## config.mk

```make
export PLATFORM = sky130hd
export DESIGN_NAME = string_literal_escape_counter
export DESIGN_NICKNAME = d
export VERILOG_FILES = /design/src/slec_pkg.sv /design/src/string_literal_escape_counter.sv /design/src/slec_front.sv /design/src/slec_fifo.sv /design/src/slec_back.sv
export SDC_FILE = /design/constraint.sdc
export NUM_CORES = 1
export LEC_CHECK = 0
export ABC_AREA = 1
export BUFFER_PORTS_ARGS = -buffer_cell sky130_fd_sc_hd__buf_2
export CAP_MARGIN = 30
export CORE_ASPECT_RATIO = 0.75
export CORE_MARGIN = 4
export CORE_UTILIZATION = 60
export DETAILED_ROUTE_END_ITERATION = 6
export GPL_TIMING_DRIVEN = 0
export PLACE_DENSITY = 0.89
export SLEW_MARGIN = 20
export SYNTH_ARGS = -nofsm -noshare
export SYNTH_HDL_FRONTEND = slang
export SYNTH_SLANG_ARGS = --single-unit
```

## constraint.sdc

```tcl
create_clock -name clk -period 4.2 [get_ports clk]
set_input_delay 0.21 -clock clk [delete_from_list [all_inputs] [get_ports clk]]
set_output_delay 0.21 -clock clk [all_outputs]
set_load 0.03 [all_outputs]
```

## src/slec_pkg.sv

```systemverilog
`default_nettype none
// ----------------------------------------------------------------------------
// slec_pkg: shared types and constants of the string literal escape counter
// Byte class record, parse phases, status codes and the widths of the
// line counts, running totals and the byte queue.
// ----------------------------------------------------------------------------
package slec_pkg;

    localparam int COUNT_BITS    = 16;
    localparam int TOTAL_BITS    = 32;
    localparam int FIFO_DEPTH    = 4;
    localparam int FIFO_PTR_BITS = 2;
    localparam int FIFO_CNT_BITS = 3;

    localparam logic [7:0] CHAR_QUOTE  = 8'h22;
    localparam logic [7:0] CHAR_BSLASH = 8'h5C;
    localparam logic [7:0] CHAR_X      = 8'h78;
    localparam logic [7:0] CHAR_ZERO   = 8'h30;
    localparam logic [7:0] CHAR_NINE   = 8'h39;
    localparam logic [7:0] CHAR_LOW_A  = 8'h61;
    localparam logic [7:0] CHAR_LOW_F  = 8'h66;
    localparam logic [7:0] CHAR_UP_A   = 8'h41;
    localparam logic [7:0] CHAR_UP_F   = 8'h46;

    typedef struct packed {
        logic is_quote;
        logic is_bslash;
        logic is_x;
        logic is_hex;
        logic last;
    } byte_class_t;

    typedef enum logic [2:0] {
        PH_OPEN = 3'd0,
        PH_BODY = 3'd1,
        PH_ESC  = 3'd2,
        PH_HEX1 = 3'd3,
        PH_HEX2 = 3'd4
    } phase_t;

    typedef enum logic [1:0] {
        ST_OK    = 2'd0,
        ST_QUOTE = 2'd1,
        ST_ESC   = 2'd2,
        ST_HEX   = 2'd3
    } status_t;

endpackage
`default_nettype wire

```

## src/string_literal_escape_counter.sv

```systemverilog
`default_nettype none
// ----------------------------------------------------------------------------
// string_literal_escape_counter: quoted literal length and decode counter
// Input channel: one raw byte of a quoted literal per transfer (char_byte),
// line_end set on the last byte of the line. Output channel: one transfer
// per line with the raw length, the decoded length (zero unless status is
// ok), the status and the wrapping running totals of both lengths.
// Throughput is one byte per cycle unless out_stall holds a line result: the
// parser updates its phase and counts per byte, and the classifier and parser
// are decoupled by a four-entry queue so either side can stall independently.
// out_valid rises once the last byte of a line has passed the classifier
// register and the queue and the parser has registered the line result.
// A line result waits in the output register while out_stall is high; bytes
// keep flowing into the parser until it reaches the next line's last byte,
// then back-pressure reaches in_stall through the queue.
// Reset clears the parse state, the line counts, the totals and the queue;
// the block accepts bytes as soon as reset is released.
// ----------------------------------------------------------------------------
module string_literal_escape_counter (
    input  wire logic                           clk,
    input  wire logic                           rst_n,
    input  wire logic                           in_valid,
    output logic                                in_stall,
    input  wire logic [7:0]                     char_byte,
    input  wire logic                           line_end,
    output logic                                out_valid,
    input  wire logic                           out_stall,
    output logic [slec_pkg::COUNT_BITS-1:0]     code_count,
    output logic [slec_pkg::COUNT_BITS-1:0]     memory_count,
    output logic [1:0]                          status,
    output logic [slec_pkg::TOTAL_BITS-1:0]     code_total,
    output logic [slec_pkg::TOTAL_BITS-1:0]     memory_total
);

    logic                  cls_valid;
    slec_pkg::byte_class_t cls;
    logic                  fifo_full;
    logic                  fifo_not_empty;
    slec_pkg::byte_class_t fifo_head;
    logic                  fifo_pop;
    logic                  fifo_push;

    assign fifo_push = cls_valid && !fifo_full;

    slec_front u_front (
        .clk       (clk),
        .rst_n     (rst_n),
        .in_valid  (in_valid),
        .in_stall  (in_stall),
        .char_byte (char_byte),
        .line_end  (line_end),
        .cls_valid (cls_valid),
        .cls       (cls),
        .cls_full  (fifo_full)
    );

    slec_fifo u_fifo (
        .clk       (clk),
        .rst_n     (rst_n),
        .push      (fifo_push),
        .push_data (cls),
        .full      (fifo_full),
        .pop       (fifo_pop),
        .not_empty (fifo_not_empty),
        .head      (fifo_head)
    );

    slec_back u_back (
        .clk          (clk),
        .rst_n        (rst_n),
        .item_valid   (fifo_not_empty),
        .item         (fifo_head),
        .item_pop     (fifo_pop),
        .out_valid    (out_valid),
        .out_stall    (out_stall),
        .code_count   (code_count),
        .memory_count (memory_count),
        .status       (status),
        .code_total   (code_total),
        .memory_total (memory_total)
    );

endmodule
`default_nettype wire

```

## src/slec_front.sv

```systemverilog
`default_nettype none
// ----------------------------------------------------------------------------
// slec_front: byte classifier
// Accepts raw bytes, tags quote, backslash, 'x' and hex digits and holds the
// tagged byte in a register until the queue takes it.
// ----------------------------------------------------------------------------
module slec_front (
    input  wire logic                  clk,
    input  wire logic                  rst_n,
    input  wire logic                  in_valid,
    output logic                       in_stall,
    input  wire logic [7:0]            char_byte,
    input  wire logic                  line_end,
    output logic                       cls_valid,
    output slec_pkg::byte_class_t      cls,
    input  wire logic                  cls_full
);

    logic                  valid_reg;
    logic                  valid_next;
    slec_pkg::byte_class_t cls_reg;
    slec_pkg::byte_class_t cls_next;
    logic                  take;

    function automatic logic is_hex_digit(input logic [7:0] c);
        return ((c >= slec_pkg::CHAR_ZERO)  && (c <= slec_pkg::CHAR_NINE))  ||
               ((c >= slec_pkg::CHAR_LOW_A) && (c <= slec_pkg::CHAR_LOW_F)) ||
               ((c >= slec_pkg::CHAR_UP_A)  && (c <= slec_pkg::CHAR_UP_F));
    endfunction

    assign in_stall  = valid_reg && cls_full;
    assign take      = in_valid && !in_stall;
    assign cls_valid = valid_reg;
    assign cls       = cls_reg;

    always_comb
    begin
        cls_next.is_quote  = (char_byte == slec_pkg::CHAR_QUOTE);
        cls_next.is_bslash = (char_byte == slec_pkg::CHAR_BSLASH);
        cls_next.is_x      = (char_byte == slec_pkg::CHAR_X);
        cls_next.is_hex    = is_hex_digit(char_byte);
        cls_next.last      = line_end;
        if (take)
            valid_next = 1'b1;
        else if (!cls_full)
            valid_next = 1'b0;
        else
            valid_next = valid_reg;
    end

    always_ff @(posedge clk or negedge rst_n)
    begin
        if (!rst_n)
            valid_reg <= 1'b0;
        else
            valid_reg <= valid_next;
    end

    always_ff @(posedge clk)
    begin
        if (take)
            cls_reg <= cls_next;
    end

endmodule
`default_nettype wire

```

## src/slec_fifo.sv

```systemverilog
`default_nettype none
// ----------------------------------------------------------------------------
// slec_fifo: byte class queue
// Short first-in first-out queue between the classifier and the parser.
// ----------------------------------------------------------------------------
module slec_fifo (
    input  wire logic                  clk,
    input  wire logic                  rst_n,
    input  wire logic                  push,
    input  wire slec_pkg::byte_class_t push_data,
    output logic                       full,
    input  wire logic                  pop,
    output logic                       not_empty,
    output slec_pkg::byte_class_t      head
);

    slec_pkg::byte_class_t                 mem [slec_pkg::FIFO_DEPTH];
    logic [slec_pkg::FIFO_PTR_BITS-1:0]    wr_ptr_reg;
    logic [slec_pkg::FIFO_PTR_BITS-1:0]    rd_ptr_reg;
    logic [slec_pkg::FIFO_CNT_BITS-1:0]    cnt_reg;
    logic [slec_pkg::FIFO_CNT_BITS-1:0]    cnt_next;

    assign full      = (cnt_reg == slec_pkg::FIFO_CNT_BITS'(slec_pkg::FIFO_DEPTH));
    assign not_empty = (cnt_reg != '0);
    assign head      = mem[rd_ptr_reg];

    always_comb
    begin
        cnt_next = cnt_reg;
        if (push && !pop)
            cnt_next = cnt_reg + 1'b1;
        else if (pop && !push)
            cnt_next = cnt_reg - 1'b1;
    end

    always_ff @(posedge clk or negedge rst_n)
    begin
        if (!rst_n)
        begin
            wr_ptr_reg <= '0;
            rd_ptr_reg <= '0;
            cnt_reg    <= '0;
        end
        else
        begin
            if (push)
                wr_ptr_reg <= wr_ptr_reg + 1'b1;
            if (pop)
                rd_ptr_reg <= rd_ptr_reg + 1'b1;
            cnt_reg <= cnt_next;
        end
    end

    always_ff @(posedge clk)
    begin
        if (push)
            mem[wr_ptr_reg] <= push_data;
    end

    a_no_overflow: assert property (@(posedge clk) disable iff (!rst_n)
        !(push && full && !pop))
        else $error("push into full queue");

    a_no_underflow: assert property (@(posedge clk) disable iff (!rst_n)
        !(pop && !not_empty))
        else $error("pop from empty queue");

    a_count_bound: assert property (@(posedge clk) disable iff (!rst_n)
        cnt_reg <= slec_pkg::FIFO_CNT_BITS'(slec_pkg::FIFO_DEPTH))
        else $error("queue count beyond depth");

endmodule
`default_nettype wire

```

## src/slec_back.sv

```systemverilog
`default_nettype none
// ----------------------------------------------------------------------------
// slec_back: escape parser and result stage
// Steps the parse phase one classified byte per cycle unless out_stall holds
// a result; keeps line counts, running totals and each result until taken.
// ----------------------------------------------------------------------------
module slec_back (
    input  wire logic                               clk,
    input  wire logic                               rst_n,
    input  wire logic                               item_valid,
    input  wire slec_pkg::byte_class_t              item,
    output logic                                    item_pop,
    output logic                                    out_valid,
    input  wire logic                               out_stall,
    output logic [slec_pkg::COUNT_BITS-1:0]         code_count,
    output logic [slec_pkg::COUNT_BITS-1:0]         memory_count,
    output logic [1:0]                              status,
    output logic [slec_pkg::TOTAL_BITS-1:0]         code_total,
    output logic [slec_pkg::TOTAL_BITS-1:0]         memory_total
);

    slec_pkg::phase_t                    phase_reg, phase_next;
    slec_pkg::status_t                   err_reg, err_next;
    logic [slec_pkg::COUNT_BITS-1:0]     len_reg, len_next;
    logic [slec_pkg::COUNT_BITS-1:0]     dec_reg, dec_next;
    logic [slec_pkg::TOTAL_BITS-1:0]     raw_sum_reg, raw_sum_next;
    logic [slec_pkg::TOTAL_BITS-1:0]     dec_sum_reg, dec_sum_next;
    logic                                out_valid_reg, out_valid_next;
    logic [slec_pkg::COUNT_BITS-1:0]     code_count_reg;
    logic [slec_pkg::COUNT_BITS-1:0]     memory_count_reg;
    slec_pkg::status_t                   status_reg;
    logic [slec_pkg::COUNT_BITS-1:0]     len_inc;
    logic [slec_pkg::COUNT_BITS-1:0]     dec_inc;
    logic [slec_pkg::COUNT_BITS-1:0]     mem_cnt;
    logic                                line_done;

    // a line result may only move forward if the result register is free
    assign item_pop  = item_valid && !(item.last && out_valid_reg && out_stall);
    assign line_done = item_pop && item.last;

    assign len_inc = (len_reg == '1) ? len_reg : len_reg + 1'b1;
    assign dec_inc = (dec_reg == '1) ? dec_reg : dec_reg + 1'b1;

    always_comb
    begin
        phase_next = phase_reg;
        err_next   = err_reg;
        dec_next   = dec_reg;
        len_next   = len_inc;
        if (phase_reg == slec_pkg::PH_OPEN)
        begin
            if (!item.is_quote || item.last)
                err_next = slec_pkg::ST_QUOTE;
            phase_next = slec_pkg::PH_BODY;
        end
        else if (item.last)
        begin
            if (!item.is_quote)
                err_next = slec_pkg::ST_QUOTE;
            else if (err_reg == slec_pkg::ST_OK)
            begin
                if (phase_reg == slec_pkg::PH_ESC)
                    err_next = slec_pkg::ST_QUOTE;
                else if (phase_reg == slec_pkg::PH_HEX1 || phase_reg == slec_pkg::PH_HEX2)
                    err_next = slec_pkg::ST_HEX;
            end
        end
        else if (err_reg == slec_pkg::ST_OK)
        begin
            unique case (phase_reg)
                slec_pkg::PH_ESC:
                begin
                    if (item.is_bslash || item.is_quote)
                    begin
                        dec_next   = dec_inc;
                        phase_next = slec_pkg::PH_BODY;
                    end
                    else if (item.is_x)
                        phase_next = slec_pkg::PH_HEX1;
                    else
                        err_next = slec_pkg::ST_ESC;
                end
                slec_pkg::PH_HEX1:
                begin
                    if (item.is_hex)
                        phase_next = slec_pkg::PH_HEX2;
                    else
                        err_next = slec_pkg::ST_HEX;
                end
                slec_pkg::PH_HEX2:
                begin
                    if (item.is_hex)
                    begin
                        dec_next   = dec_inc;
                        phase_next = slec_pkg::PH_BODY;
                    end
                    else
                        err_next = slec_pkg::ST_HEX;
                end
                default:
                begin
                    if (item.is_bslash)
                        phase_next = slec_pkg::PH_ESC;
                    else
                        dec_next = dec_inc;
                end
            endcase
        end

        mem_cnt      = (err_next == slec_pkg::ST_OK) ? dec_next : '0;
        raw_sum_next = raw_sum_reg + slec_pkg::TOTAL_BITS'(len_next);
        dec_sum_next = dec_sum_reg + slec_pkg::TOTAL_BITS'(mem_cnt);

        if (line_done)
            out_valid_next = 1'b1;
        else if (!out_stall)
            out_valid_next = 1'b0;
        else
            out_valid_next = out_valid_reg;
    end

    always_ff @(posedge clk or negedge rst_n)
    begin
        if (!rst_n)
        begin
            phase_reg     <= slec_pkg::PH_OPEN;
            err_reg       <= slec_pkg::ST_OK;
            len_reg       <= '0;
            dec_reg       <= '0;
            raw_sum_reg   <= '0;
            dec_sum_reg   <= '0;
            out_valid_reg <= 1'b0;
        end
        else
        begin
            out_valid_reg <= out_valid_next;
            if (line_done)
            begin
                phase_reg   <= slec_pkg::PH_OPEN;
                err_reg     <= slec_pkg::ST_OK;
                len_reg     <= '0;
                dec_reg     <= '0;
                raw_sum_reg <= raw_sum_next;
                dec_sum_reg <= dec_sum_next;
            end
            else if (item_pop)
            begin
                phase_reg <= phase_next;
                err_reg   <= err_next;
                len_reg   <= len_next;
                dec_reg   <= dec_next;
            end
        end
    end

    always_ff @(posedge clk)
    begin
        if (line_done)
        begin
            code_count_reg   <= len_next;
            memory_count_reg <= mem_cnt;
            status_reg       <= err_next;
        end
    end

    assign out_valid    = out_valid_reg;
    assign code_count   = code_count_reg;
    assign memory_count = memory_count_reg;
    assign status       = status_reg;
    assign code_total   = raw_sum_reg;
    assign memory_total = dec_sum_reg;

    a_err_zero_count: assert property (@(posedge clk) disable iff (!rst_n)
        out_valid_reg && (status_reg != slec_pkg::ST_OK) |-> memory_count_reg == '0)
        else $error("decoded count on a failed line");

    a_decoded_le_raw: assert property (@(posedge clk) disable iff (!rst_n)
        out_valid_reg |-> memory_count_reg <= code_count_reg)
        else $error("decoded count above raw length");

    a_line_restart: assert property (@(posedge clk) disable iff (!rst_n)
        line_done |=> (phase_reg == slec_pkg::PH_OPEN) && (len_reg == '0))
        else $error("line state not cleared after last byte");

    a_no_result_overrun: assert property (@(posedge clk) disable iff (!rst_n)
        out_valid_reg && out_stall |-> !line_done)
        else $error("result register overwritten while stalled");

endmodule
`default_nettype wire
```

==> results of run 1 <==
[stage by stage]
step | power [uW] | hold slack (ns)
after global routing | 8270 | 0.0179
final | 7830 | 0.0128
after floorplan | 4920 | -0.0856
after global placement | 5930 | 0.387
after detailed placement | 6040 | 0.192
after CTS | 7720 | 0.00933
[cell usage after synthesis (3+ instances only)]
cell type	number	area [um^2]
nor2_2	4	25.0
or2_2	7	43.8
dfrtp_1	110	2750
o22ai_1	6	37.5
nand3_2	3	30.0
nand3_1	88	440
o21ai_0	68	340
xnor2_1	25	219
ha_1	39	488
nor4_1	10	62.6
fa_1	3	60.1
edfxtp_1	59	1770
buf_2	9	45.0
nor3_1	23	115
xor2_1	25	219
clkbuf_1	8	30.0
and2_1	4	25.0
o21ai_1	3	15.0
nand2_1	466	1750
nand3b_1	5	37.5
inv_2	3	11.3
nand2_2	8	50.1
a21oi_1	46	230
nor2_1	108	405
nand4_1	31	194
inv_1	145	544
[area by class of cell]
class                   instances  area, um^2
clock buffers                  17         425
flip-flops and latches        169        4530
plain buffers                  22         111
clock inverters                15         200
well taps                     210         263
multi-input cells             991        4980
repair buffers                116         642
fillers                      1269        4600
inverters                     150         566
[repair_timing]
action,4_1_cts,5_1_grt
endpoints found under the hold margin,50,0
setup buffers,0,0
resized for setup,0,5
endpoints found under the setup margin,0,6
hold buffers,2,0
[where the power goes]
part / internal [uW] / switching [uW] / leakage, uW
Clock: 866 / 788 / 0.000305
Combinational: 963 / 2700 / 0.00347
Sequential: 2220 / 296 / 0.00204
Total: 4050 / 3780 / 0.00582
[critical path, cell delays in order (launching register included)]
cell and delay [ns]:
dfrtp_1 0.47, inv_1 0.22, nand3_2 0.14, nand2_4 0.16
inv_2 0.07, nand2_1 0.06, nand2_1 0.06, nand2_1 0.09
nand2_1 0.08, nor2_2 0.14, nand3_2 0.24, nor2_2 0.30
ha_1 0.26, fa_1 0.28, nand2_1 0.09, nand2_1 0.08
o21ai_0 0.17, o21ai_1 0.32, nand2_1 0.10, nand2_1 0.10
xor2_1 0.21, nand2_1 0.10, nand2_1 0.07
[worst paths after layout]
kind                                       start                      end  slack, ns
min in group asynchronous                  rst_n        u_back.dec_reg[8]       0.27
min                                     in_valid        u_front.cls_valid       0.01
min reg2reg                u_back.code_total[31]    u_back.code_total[31]       0.50
max                         u_fifo.rd_ptr_reg[1]  u_back.memory_total[14]       0.32
max reg2reg                 u_fifo.rd_ptr_reg[1]  u_back.memory_total[14]       0.32
max in group asynchronous                  rst_n      u_back.phase_reg[2]       3.25
[cells by family (layout without fill, tap and decap cells)]
group | after synthesis | in the layout
flops | 169 | 169
xor+xnor | 50 | 50
fa+ha+maj | 42 | 42
simple gates | 767 | 767
buf+inv | 172 | 320
compound gates | 132 | 132
[layer usage]
layer | GRT usage | vias to the layer above
li1 | - | 4613
met1 | 0.447 | 4538
met2 | 0.445 | 569
met3 | 0.0655 | 75
met4 | 0.0964 | 0
met5 | 0 | -
==> results.md, run 1 <==
* First-pass GRT wire length at 45800 um
* WP data required at 4.59 ns
* HP Class: input pin to flip-flop
* Dpl hpwl at 20200 um
* GR Util All Layers at 0.302
* Final period utilization at 0.923
* Share of cells above drive strength 1 at 0.135
* Post-synth top flop: dfrtp_1
* Via count at 9795
* Synthesis Warnings at 0
* Number of CTS-inserted buffers at 17
* Synthesized area per cell at 7.64 um^2
* CP Class: flip-flop to flip-flop
* Synth unique cells at 47
* Setup ws final at 0.323 ns
* Post-route ant nets at 0
* Worst Path Max Fanout at 8
* EDFF count, synth at 59
* Ant. Diodes at 0
* Gate Count Post-Synth at 1332
* Slew Limit Headroom at 0.515
* Commonest non-fill, non-tap cell in the layout: nand2_1
* Met3 wire len at 2780 um
* CTS sink cnt at 169
* Final #Nets at 1522
* Crit. End Element: flip-flop
* Clock Tree Root: clkbuf_16
* Worst-case reg-to-reg path depth at 22
* Mux share of post-synthesis cell area at 0
* Clk_lat worst skew at 0.45 ns
* Wire length on met2 at 12600 um
* Non-Filler Instances at 1690
* #FFs+latches synth at 169
* Average routed wire per standard cell at 16.7 um
* IO Count at 113
* Hold Fails Final Rpt at 0
* Starting Density at 0.623
* DIE AREA at 19100 um^2
* Synth-to-layout area growth at 15.2%
* Met1 wire length at 12200 um
* H-tree levels at 4
* Post-synth ARST share at 0.651
* Final core occ at 0.718
* DR pass1 iterations at 6
* Commonest non-fill, non-tap cells in the layout: 466 x nand2_1, 145 x inv_1, 120 x buf_2, 109 x dfrtp_1, 107 x nor2_1
* Dpl ws at 0.330 ns
* I/O Buffers at 112
* Vias/cell at 5.80
* Status: finished clean
* Sequential area share after synthesis at 0.445
* Leakage at 0.00582 uW
* Die Y at 121 um
* Top layer in use: met4
* Post-synthesis simple-gate area fraction at 0.323
* Max_cap viols at 0
* Minimum clock period at 3.88 ns
* Clock transition at the registers of the reported paths at 0.08 ns
* Largest net degree at the start of global routing at 62
* Number of global-route vias before repair at 9137
* Compound-Gate Fraction of Synth Area at 0.0684
* Floorplan row count at 40
* DRC viols at 0
* Placed Area at 11000 um^2
* Max clock buf depth at 2
* Worst Tran Pin Value at 0.727 ns
* Post-synthesis xor/xnor area fraction at 0.0431
* Combinational family with the most area after synthesis: simple AND/OR/NAND/NOR gates
* Initial antenna violation count at 0
* Core Footprint at 16300 um^2
* Final Max Tran Viols at 0
* Pwr/cell area at 668 nW/um^2
* Syn Nets at 1387
* Setup_tns at 0 ns
* Skew final at 0.00916 ns
* Worst path arrival time at 4.27 ns
* Startpoint type of the worst setup path: flip-flop
* Finished Cell Area at 11700 um^2
* CTS tree: done
* Placed Cells at 1655
* VDD IR max at 0.000618 V
* Adder-cell share of the synthesized area at 0.0539
* Hold Path Stages at 3
* RSZ-0062 raised after global routing: false
* Setup violators final at 0
* 1st-iter DRT viols at 1218
* Achievable Freq at 258 MHz
* Cell Area, Synth at 10200 um^2
* GP Congestion at 0.936
* Final wirelength at 28300 um
* Overflow left after global routing at 0
* Die X at 158 um
Power figures use the tool's default switching activity.
==> run 2, diff against run 1 <==
Settings changed: ABC_AREA 1 to default, CORE_UTILIZATION 60 to 59, REMOVE_ABC_BUFFERS from default to 1.
==> results.md, run 2 <==
* Skew final at 0.0161 ns
* Commonest non-fill, non-tap cells in the layout: 111 x buf_2, 108 x dfrtp_1, 92 x nand2_1, 59 x edfxtp_1
* Hold Fails Final Rpt at 0
* Worst Tran Pin Value at 0.831 ns
* Ant. Diodes at 0
* Achievable Freq at 240 MHz
* Adder-cell share of the synthesized area at 0.0574
* EDFF count, synth at 59
* Worst Path Max Fanout at 8
* Initial antenna violation count at 0
* Hold WS at 0.0731 ns
* Post-synth top area share at 0.288
* Clock Tree Root: clkbuf_16
* Final wirelength at 24700 um
* Final Max Tran Viols at 0
* Clk_lat worst skew at 0.44 ns
* Sw Ratio at 0.447
* H-tree levels at 4
* Via count at 8258
* Die Y at 118 um
* Finished Cell Area at 11400 um^2
* Final #Nets at 1113
* Post-synth top flop: dfrtp_1
* GR Util All Layers at 0.259
* Placed Area at 10300 um^2
* DR pass1 iterations at 7
* Synthesized area per cell at 10.2 um^2
* #FFs+latches synth at 169
* Minimum clock period at 4.17 ns
* Dominant cell by count in the synthesized netlist: dfrtp_1
* Combinational power share at 0.470
* Post-synthesis simple-gate area fraction at 0.158
* HP Class: input pin to flip-flop
* DRC viols at 2
* Synthesis Warnings at 0
* Synth unique cells at 72
* Vias/cell at 6.47
* Number of global-route vias before repair at 7806
* Core Footprint at 15500 um^2
* Clock transition at the registers of the reported paths at 0.07 ns
* VDD IR max at 0.000621 V
* Gate Count Post-Synth at 933
* Starting Density at 0.615
* Average routed wire per standard cell at 19.4 um
* Seq pwr share at 0.335
* Crit. End Element: flip-flop
* Failing checks: DRC
* Share of cells above drive strength 1 at 0.238
* Max clock buf depth at 2
* Net Sw Power at 3500 uW
* Area contributors post-synth: dfrtp_1 29%, edfxtp_1 19%, ha_1 5.1%
* Slew Limit Headroom at 0.446
* CTS sink cnt at 169
* Number of CTS-inserted buffers at 17
* Floorplan row count at 39
* Setup ws final at 0.0316 ns
* Post-synth top area cell: dfrtp_1
* Post-synth ARST share at 0.651
* CTS tree: done
* Startpoint type of the worst setup path: flip-flop
* Die X at 155 um
* Synth-to-layout area growth at 19.9%
* Setup violators final at 0
* Sequential area share after synthesis at 0.474
* Mux share of post-synthesis cell area at 0.0243
* Cell Area, Synth at 9540 um^2
* Final period utilization at 0.992
* Combinational family with the most area after synthesis: compound AO/OA/AOI/OAI gates
* Clock network power share at 0.195
* Top cells by count, synth: 110 x dfrtp_1, 92 x nand2_1, 59 x edfxtp_1, 55 x nor2_1
* Final core occ at 0.737
* Commonest non-fill, non-tap cell in the layout: buf_2
* DIE AREA at 18300 um^2
* IO Count at 113
* Compound-Gate Fraction of Synth Area at 0.188
* Largest net degree at the start of global routing at 72
* GP Congestion at 0.884
* Setup_tns at 0 ns
* Pwr/cell area at 683 nW/um^2
* Dpl hpwl at 15300 um
* 1st-iter DRT viols at 813
* Post-route ant nets at 0
* I/O Buffers at 112
* Cell-internal power at 4320 uW
* Overflow left after global routing at 0
* Status: finished, violations left
* WP data required at 4.56 ns
* Leakage at 0.00515 uW
* Dpl ws at -0.880 ns
* First-pass GRT wire length at 39200 um
* Post-synthesis xor/xnor area fraction at 0.0698
* Worst path arrival time at 4.53 ns
* CP Class: flip-flop to flip-flop
* Max_cap viols at 0
-- run 2: kinds of logic (layout without fill, tap and decap cells) --
logic type | after synthesis | after routing
xor+xnor | 76 | 76
fa+ha+maj | 42 | 42
simple gates | 300 | 301
compound gates | 265 | 265
mux | 15 | 15
flops | 169 | 169
buf+inv | 66 | 203
-- run 2: worst paths after layout --
| kind | to | from | depth (start not counted) | slack (ns) |
|---|---|---|---|---|
| setup / recovery | u_back.code_total[28] | u_back.len_reg[0] | 13 | 0.03 |
| hold / removal | u_front.cls[1] | char_byte[7] | 2 | 0.07 |
| setup reg to reg | u_back.code_total[28] | u_back.len_reg[0] | 13 | 0.03 |
| hold reg to reg | u_back.code_total[31] | u_back.code_total[31] | 1 | 0.46 |
| max in group asynchronous | u_back.code_total[28] | rst_n | 3 | 3.26 |
| min in group asynchronous | u_back.memory_total[1] | rst_n | 2 | 0.26 |
-- run 2: stage by stage --
stage               std cells  power [uW]
floorplan                 893        4830
global placement         1210        5630
detailed placement       1214        5840
CTS                      1261        7570
global route             1276        8250
finish                   1276        7820
-- run 2: area by class of cell --
class                           count  area (um^2)
Sequential cell                   169         4530
Multi-Input combinational cell    699         5120
Timing Repair Buffer              145          875
Clock buffer                       17          425
Fill cell                        1008         4080
Tap cell                          205          256
Inverter                           26         97.6
Clock inverter                     15          141
-- run 2: power groups by stage --
stage / clock, uW / sequential (uW) / combinational (uW)
4_1_cts: 1530 / 2590 / 3450
2_1_floorplan: 0 / 3100 / 1720
6_report: 1530 / 2620 / 3680
5_1_grt: 1600 / 2670 / 3970
3_3_place_gp: 0 / 2610 / 3030
3_5_place_dp: 0 / 2620 / 3230
-- run 2: critical path: stages, from the launching register on --
cell and delay [ns]:
dfrtp_1 0.49, ha_1 0.27, and4_2 0.34, nand4_1 0.21, nor3_4 0.32, nor3_1 0.14, xor2_1 0.28, ha_1 0.35
a21o_1 0.21, a21o_1 0.23, a2111oi_1 0.59, nor3_2 0.21, o2111ai_1 0.29, xnor2_1 0.15
-- run 2: metal layers --
metal,GRT usage,part of all wire,up-vias
met5,0,0,-
met4,0.0767,0.022,0
met3,0.0552,0.084,57
met2,0.396,0.47,461
met1,0.375,0.42,4000
li1,-,-,3740
-- run 2: timing repair --
action                                  in CTS  in global routing
gates resized for setup                     31                 52
gates cloned                                 0                  1
hold endpoints to repair                    41                  0
hold buffers                                 3                  0
buffers inserted                            12                 14
endpoints found under the setup margin      36                 45
pin swaps                                    2                 11
